File: config.mk
export PLATFORM = sky130hd
export DESIGN_NAME = arbsc_posdiv
export DESIGN_NICKNAME = d
export VERILOG_FILES = /design/src/rtl/core/arbsc_pkg.sv /design/src/rtl/core/arbsc_posdiv.sv
export SDC_FILE = /design/constraint.sdc
export NUM_CORES = 1
export LEC_CHECK = 0
export ABC_AREA = 1
export BUFFER_PORTS_ARGS = -buffer_cell sky130_fd_sc_hd__buf_4
export CAP_MARGIN = 10
export CORE_MARGIN = 5
export CORE_UTILIZATION = 56
export DETAILED_ROUTE_END_ITERATION = 16
export PLACE_DENSITY_LB_ADDON = 0.15
export SLEW_MARGIN = 20
export SYNTH_ARGS = -nofsm -noshare
export SYNTH_HDL_FRONTEND = slang
export SYNTH_SLANG_ARGS = --single-unit
File: constraint.sdc
create_clock -name clk -period 5.3 [get_ports clk]
set_input_delay 1.06 -clock clk [delete_from_list [all_inputs] [get_ports clk]]
set_output_delay 1.06 -clock clk [all_outputs]
set_load 0.005 [all_outputs]
File: src/rtl/core/arbsc_pkg.sv
package arbsc_pkg;

	localparam int REQ_W      = 3;
	localparam int SAMPLE_W   = 16;
	localparam int STATUS_W   = 2;
	localparam int FILL_OUT_W = 12;
	localparam int POS_W      = 41;
	localparam int CFG_IDX_W  = 2;
	localparam int CFG_DATA_W = 40;
	localparam int RATE_W     = 18;
	localparam int BASE_W     = 40;
	localparam int PLAYED_W   = 48;
	// (played/2)*1000 stays below 2^57.
	localparam int DIVIDEND_W = 57;

	localparam logic [16:0] KNEE       = 17'd13107;
	localparam int          CLIP_SHIFT = 5;
	localparam logic [RATE_W-1:0] RATE_RESET = 18'd44100;
	localparam logic [63:0] ONE_Q38    = 64'd1 << 38;

	typedef enum logic [REQ_W-1:0] {
		REQ_ENQUEUE   = 3'd0,
		REQ_PULL      = 3'd1,
		REQ_FLUSH     = 3'd2,
		REQ_CLEAR     = 3'd3,
		REQ_RESET_ALL = 3'd4
	} req_t;

	typedef enum logic [STATUS_W-1:0] {
		ST_OK       = 2'd0,
		ST_FULL     = 2'd1,
		ST_UNDERRUN = 2'd2,
		ST_STOPPED  = 2'd3
	} status_t;

	typedef enum logic [CFG_IDX_W-1:0] {
		CFG_RUNNING     = 2'd0,
		CFG_SAMPLE_RATE = 2'd1,
		CFG_POS_BASE    = 2'd2
	} cfg_idx_t;

	// High 64 bits of a 64 x 64 product; used only while the clip table is built.
	function automatic logic [63:0] mul_high(input logic [63:0] a, input logic [63:0] b);
		logic [63:0] m;
		logic [63:0] p00, p01, p10, p11, mid;
		m   = 64'h0000_0000_FFFF_FFFF;
		p00 = (a & m) * (b & m);
		p01 = (a & m) * (b >> 32);
		p10 = (a >> 32) * (b & m);
		p11 = (a >> 32) * (b >> 32);
		mid = (p00 >> 32) + (p01 & m) + (p10 & m);
		return p11 + (p01 >> 32) + (p10 >> 32) + (mid >> 32);
	endfunction

	// Unsigned 64-bit quotient by long division; only evaluated while tables are built.
	function automatic logic [63:0] udiv64(input logic [63:0] num, input logic [63:0] den);
		logic [63:0] quo;
		logic [64:0] rem;
		quo = '0;
		rem = '0;
		for (int i = 63; i >= 0; i--) begin
			rem = {rem[63:0], num[i]};
			if (rem >= {1'b0, den}) begin
				rem    = rem - {1'b0, den};
				quo[i] = 1'b1;
			end
		end
		return quo;
	endfunction

	// exp(1/256) - 1 as a Q64 fraction, by its Taylor series.
	function automatic logic [63:0] exp_step();
		logic [63:0] term, step;
		term = 64'd1 << 56;
		step = term;
		for (int n = 2; n <= 12; n++) begin
			term = udiv64(term >> 8, 64'(n));
			step = step + term;
		end
		return step;
	endfunction

endpackage

File: src/rtl/core/arbsc_posdiv.sv
module arbsc_posdiv (
	input  logic                              clk,
	input  logic                              arst_n,
	input  logic                              start,
	input  logic [arbsc_pkg::PLAYED_W-1:0]    played,
	input  logic [arbsc_pkg::RATE_W-1:0]      rate,
	input  logic [arbsc_pkg::BASE_W-1:0]      base,
	output logic                              done,
	output logic [arbsc_pkg::POS_W-1:0]       position
);

	localparam int NW    = arbsc_pkg::DIVIDEND_W;
	localparam int RW    = arbsc_pkg::RATE_W;
	localparam int CNT_W = $clog2(NW + 1);

	typedef enum logic [2:0] {
		D_IDLE = 3'b001,
		D_DIV  = 3'b010,
		D_SUM  = 3'b100
	} dstate_t;

	dstate_t                          state_q;
	logic [CNT_W-1:0]                 cnt_q;
	logic                             done_q;
	logic [NW-1:0]                    dq_q;
	logic [RW-1:0]                    rem_q;
	logic [arbsc_pkg::POS_W-1:0]      pos_q;

	logic [NW-1:0]                    frames;
	logic [NW-1:0]                    dividend;
	logic [RW:0]                      rem_sh;
	logic                             ge;
	logic [RW:0]                      rem_sub;
	logic [NW:0]                      sum;

	always_comb begin
		frames   = NW'(played >> 1);
		// frames * 1000 = frames * 1024 - frames * 16 - frames * 8
		dividend = (frames << 10) - (frames << 4) - (frames << 3);
		rem_sh   = {rem_q, dq_q[NW-1]};
		ge       = rem_sh >= {1'b0, rate};
		rem_sub  = rem_sh - {1'b0, rate};
		sum      = (NW + 1)'(base) + (NW + 1)'(dq_q);
	end

	always_ff @(posedge clk or negedge arst_n) begin
		if (!arst_n) begin
			state_q <= D_IDLE;
			cnt_q   <= '0;
			done_q  <= 1'b0;
		end else begin
			done_q <= 1'b0;
			unique case (state_q)
				D_IDLE: begin
					if (start) begin
						cnt_q   <= CNT_W'(NW);
						// A zero rate leaves the position at the base alone.
						state_q <= (rate == '0) ? D_SUM : D_DIV;
					end
				end
				D_DIV: begin
					cnt_q <= cnt_q - 1'b1;
					if (cnt_q == CNT_W'(1)) begin
						state_q <= D_SUM;
					end
				end
				D_SUM: begin
					done_q  <= 1'b1;
					state_q <= D_IDLE;
				end
				default: state_q <= D_IDLE;
			endcase
		end
	end

	always_ff @(posedge clk) begin
		if (state_q == D_IDLE && start) begin
			dq_q  <= (rate == '0) ? '0 : dividend;
			rem_q <= '0;
		end else if (state_q == D_DIV) begin
			rem_q <= ge ? rem_sub[RW-1:0] : rem_sh[RW-1:0];
			dq_q  <= {dq_q[NW-2:0], ge};
		end
		if (state_q == D_SUM) begin
			if (sum[NW:arbsc_pkg::POS_W] != '0) begin
				pos_q <= '1;
			end else begin
				pos_q <= sum[arbsc_pkg::POS_W-1:0];
			end
		end
	end

	assign done     = done_q;
	assign position = pos_q;

endmodule

# Yosys cells after proc, flatten, opt, wreduce, memory -nomap -nowiden
# Index checks and enable logic that the tools add are counted.
# word_totals
elab_cells,36
out_inout_bits,42
reg_bits,126
inputBits,109
# classes
n_mux,11
reduce_logical,7
n_eq_ne,6
magnitude_cmp,1
addsub,5
# op_table
cell,count
57-bit 2-to-1 mux,3
40-bit by 57-bit adder with 58-bit output,1
57-bit by 50-bit subtractor with 57-bit output,1
57-bit by 51-bit subtractor with 57-bit output,1
19-bit by 18-bit >= comparator with 1-bit output,1
18-bit logical NOT,1
18-bit 2-to-1 mux,1
18-bit subtractor,1
17-bit nonzero test,1
6-bit case mux with 2 select lines,1
3-bit 2-to-1 mux,3
"6-bit by 1-bit equality test with 1-bit output, second input constant",1
6-bit 2-to-1 mux,1
3-bit case mux with 2 select lines,1
"6-bit by 1-bit subtractor with 6-bit output, second input constant",1
"2-bit inequality test, second input constant",2
2-bit AND reduction,2
2-bit nonzero test,2
"3-bit by 1-bit equality test with 1-bit output, second input constant",1
"3-bit by 2-bit equality test with 1-bit output, second input constant",1
"3-bit equality test, second input constant",1
1-bit logical AND,1
1-bit 2-to-1 mux,1

# Logic depth before layout (Yosys ltp)
# depth
ltp_word,4
mapped_depth,20
depth_no_buf,19

# Least setup slack after synthesis
# Ideal clock, no wire load.
# synth_path
kind,flip-flop to flip-flop
start,register state_q[1]
end,"register pos_q, in the netlist position[0] (enable)"
n_path_buf,0
setup_slack_ns,1.541
t_arrival_ns,3.266
period_less_slack_ns,3.759
stages_incl_launch_ff,2
path_cell_list,dfrtp_1 -> nor3_1
# synth_between
elab_chain_cells,1
# synth_lines
item,line_no,source
from (decl),arbsc_posdiv.sv:22,dstate_t state_q;
from (signal assigned),arbsc_posdiv.sv:58,state_q <= (rate == '0) ? D_SUM : D_DIV;
3-bit equality test,arbsc_posdiv.sv:84,if (state_q == D_SUM) begin
to (signal assigned),arbsc_posdiv.sv:88,pos_q <= sum[arbsc_pkg::POS_W-1:0];
to (decl),arbsc_posdiv.sv:27,logic [arbsc_pkg::POS_W-1:0] pos_q;
# Every way passes these cells.
# A chain may end at the register's enable or synchronous reset.

# Worst setup path in the final report
# layout_path
start,input port base[0] (netlist bit)
end,"register pos_q, in the netlist position[40] (data pin)"
# layout_between
elab_chain_cells,2
# layout_lines
item,line_no,source
from (decl),arbsc_posdiv.sv:7,"input logic [arbsc_pkg::BASE_W-1:0] base,"
40-bit by 57-bit adder with 58-bit output (*),arbsc_posdiv.sv:43,sum = (NW + 1)'(base) + (NW + 1)'(dq_q);
17-bit nonzero test,arbsc_posdiv.sv:85,if (sum[NW:arbsc_pkg::POS_W] != '0) begin
# Mark *: on every way between the ends. The rest lies on a longest branch, timed or not.

==> results.py <==
metrics = {
    "outcome": {
        "outcome": "complete, no violations",
    },
    "routing": {
        "routed_via_density": 5.54,
        "drcViolationCount": 0,
        "drt_iter0_drc": 1453,
        "vias": 15447,
        "postRouteAntennaNets": 0,
        "post_drt_wl_per_cell_um": 17.3,
        "wl_met3_um": 3780,
        "wl_um": 48200,
        "dr.pass1.iters": 6,
        "topRoutingLayerUsed": "met4",
        "wl_met2_um": 21300,
        "wl_met1_um": 21800,
    },
    "final_layout": {
        "multi_input_area_mm2": 0.00998,
        "area_growth_pct": 13.2,
        "final-seq-area_mm2": 0.00355,
        "n_antenna_cell": 0,
        "drive_above_1_share": 0.115,
        "final_util": 0.641,
        "nets": 2707,
        "fill_cells": 2572,
    },
    "pwr": {
        "finalPower_uw": 7220,
        "leakagePower_uw": 0.00862,
        "power.density_mw_per_mm2": 419,
        "peakVddDrop_v": 0.000241,
    },
    "global_route": {
        "grt_pass1_wl_um": 76400,
        "grt_usage": 0.313,
        "antenna_found_initial": 0,
        "grt_pass1_vias": 14735,
        "grt_overflow": 0,
        "grt_max_degree": 61,
    },
    "timing": {
        "period_minus_slack_ps": 3860,
        "fin_skew_ps": 15.3,
        "tns_ps": 0,
        "tightest_slew_ps": 967,
        "rsz0062_at_grt": "false",
        "fmax_mhz": 259,
        "min_period_over_period": 0.729,
        "finalSetupViolCount": 0,
        "holdWs_ps": 443,
        "slew_headroom": 0.355,
        "hold_violations": 0,
        "drv_slew": 0,
    },
    "yosys": {
        "synth_ff_type": "edfxtp_1",
        "syn_nets": 2557,
        "synth-edff-count": 98,
        "yosysSeqAreaShare": 0.233,
        "syn_area_per_cell_um2": 6.67,
        "netlist_area_mm2": 0.0152,
        "yosys_warnings": 0,
        "synth-seq-cells": 126,
        "async_flop_share": 0.0794,
        "syn_inst": 2283,
        "synth.distinct_cells": 58,
    },
    "floorplanning": {
        "rows": 60,
        "pin_count": 151,
        "fp.coreArea_mm2": 0.0269,
        "fp.dieH_um": 175,
        "die_area_mm2": 0.0306,
        "die_w_um": 175,
        "start_util": 0.567,
    },
    "placement": {
        "io_buffers": 149,
        "gp_congestion": 1.00,
        "hpwl_um": 40900,
    },
    "cts": {
        "cts_tree": "built",
        "cts_setup_buffers": 0,
        "post_cts_hold_buffer_count": 0,
        "root_buffer": "clkbuf_16",
        "cts_resized": 0,
        "clk_pin_slew_ps": 70,
        "cts_made_buffers": 17,
        "htreeDepth": 4,
        "clock_sinks": 126,
        "cts_buffer_depth": 2,
        "clock_latency_ps": 430,
    },
    "worst_setup_path": {
        "critPathLaunchType": "primary input",
        "path_class": "in2reg",
        "crit_fanout": 41,
        "crit_required_ps": 5450,
        "crit_path_end_kind": "register",
        "r2r_setup_slack_ps": 1750,
        "worstPathArrival_ps": 4010,
    },
    "flow_run": {
        "cap_viol_max_count": 0,
    },
    "worst_hold_path": {
        "hp-class": "in2async",
    },
}
-- final timing paths --
| kind | to | from | cells after the start |
|---|---|---|---|
| hold / removal | cnt_q[2] | arst_n | 1 |
| min in group clk | cnt_q[2] | cnt_q[2] | 1 |
| setup / recovery | position[40] | base[0] | 19 |
| max in group asynchronous | state_q[0] | arst_n | 1 |
| setup reg to reg | position[40] | dq_q[0] | 18 |
| hold reg to reg | cnt_q[2] | cnt_q[2] | 1 |
-- cell usage in the layout (no fill, tap or decap), drive strengths merged, types with 2 or more instances in the layout --
cell type	count
dfxtp	18
xor2	21
nor2	249
dfrtp	9
o21bai	20
a31oi	15
a21oi	147
clkinv	5
nand3	142
and3	3
nor3	30
xnor2	38
o21ai	132
nand3b	2
nor4	5
a211oi	2
a21o	17
nand2	664
inv	404
nand4	30
clkbuf	23
buf	155
ha	123
o22ai	8
edfxtp	98
or2	9
a32o	5
and2	7
o211ai	3
a21boi	10
o21a	3
fa	42
-- worst max-delay path, stage by stage --
cell,delay [ps]
buf_4,110
ha_1,230
fa_1,440
nand2_1,90
nand3_1,90
and2_1,190
nand2_1,70
nand2_1,90
nand2_1,70
nand3_1,220
nand2_1,170
nand2_1,70
nand2_1,60
nand2_1,40
nor2_1,120
nand3_2,90
nor2_4,80
buf_4,510
nand3_2,140
-- stage by stage --
stage / instances / worst slack (ps) / area (um2)
after floorplan: 2283 / 1540 / 15200
after global placement: 2755 / 1100 / 16600
after detailed placement: 2755 / 1010 / 16600
after CTS: 2787 / 1460 / 17200
after global routing: 2787 / 1140 / 17200
final: 2787 / 1440 / 17200
-- logic make-up after synthesis --
family	after synthesis	synth area share
AOI/OAI and AO/OA	366	0.134
xor gates and xnor gates	59	0.0344
buffers and inverters	425	0.112
DFF	126	0.233
adders and majority gates	165	0.156
and+or+nand+nor	1142	0.330
-- per-layer routing --
layer	up-vias	GRT usage
met5	-	0
met4	0	0.0959
met3	85	0.0396
met2	663	0.497
met1	7034	0.447
li1	7665	-
-- sequential cells by signal, indices dropped and copies added, names as in the netlist --
register  flops
position     41
dq_q         57
done          1
cnt_q         6
state_q       3
rem_q        18
-- cell type report --
class                   count  share of cell area
multi-input cells        1732               0.579
flip-flops and latches    126               0.206
inverters                 401              0.0873
repair buffers            155              0.0675
clock buffers              23              0.0315
well taps                 341              0.0248
clock inverters             9             0.00377
-- Yosys cell counts, types with 3 or more instances --
cell,number,area share
a21boi_0,10,0.0049
nand4_1,30,0.012
buf_12,4,0.0053
nand2_2,10,0.0041
nor2_1,234,0.058
nand3_1,94,0.031
o211ai_1,3,0.0015
nand3_2,47,0.031
and3_1,3,0.0012
inv_1,398,0.098
o21a_1,3,0.0015
buf_6,4,0.0030
o21ai_1,3,0.00099
nor4_1,5,0.0021
fa_1,42,0.055
xor2_1,20,0.012
nand2_1,654,0.16
and2_1,6,0.0025
ha_1,123,0.10
o21bai_1,19,0.0094
nor2_2,12,0.0049
a32o_1,5,0.0033
edfxtp_1,98,0.19
xnor2_1,38,0.022
clkbuf_1,12,0.0030
dfrtp_1,9,0.015
o21ai_0,128,0.042
nor3_1,24,0.0079
nor3_2,4,0.0026
a21oi_1,147,0.048
a31oi_1,15,0.0062
a21o_1,17,0.0084
or2_2,6,0.0025
o22ai_1,8,0.0033
dfxtp_1,18,0.024
-- where the power goes --
group	internal [uW]	total [uW]	leakage, uW	switching (uW)
Clock	727	1210	0.000301	480
Sequential	1470	1760	0.00127	286
Combinational	1360	4260	0.00704	2900
Total	3560	7220	0.00862	3660
(Power assumes the default switching activity.)
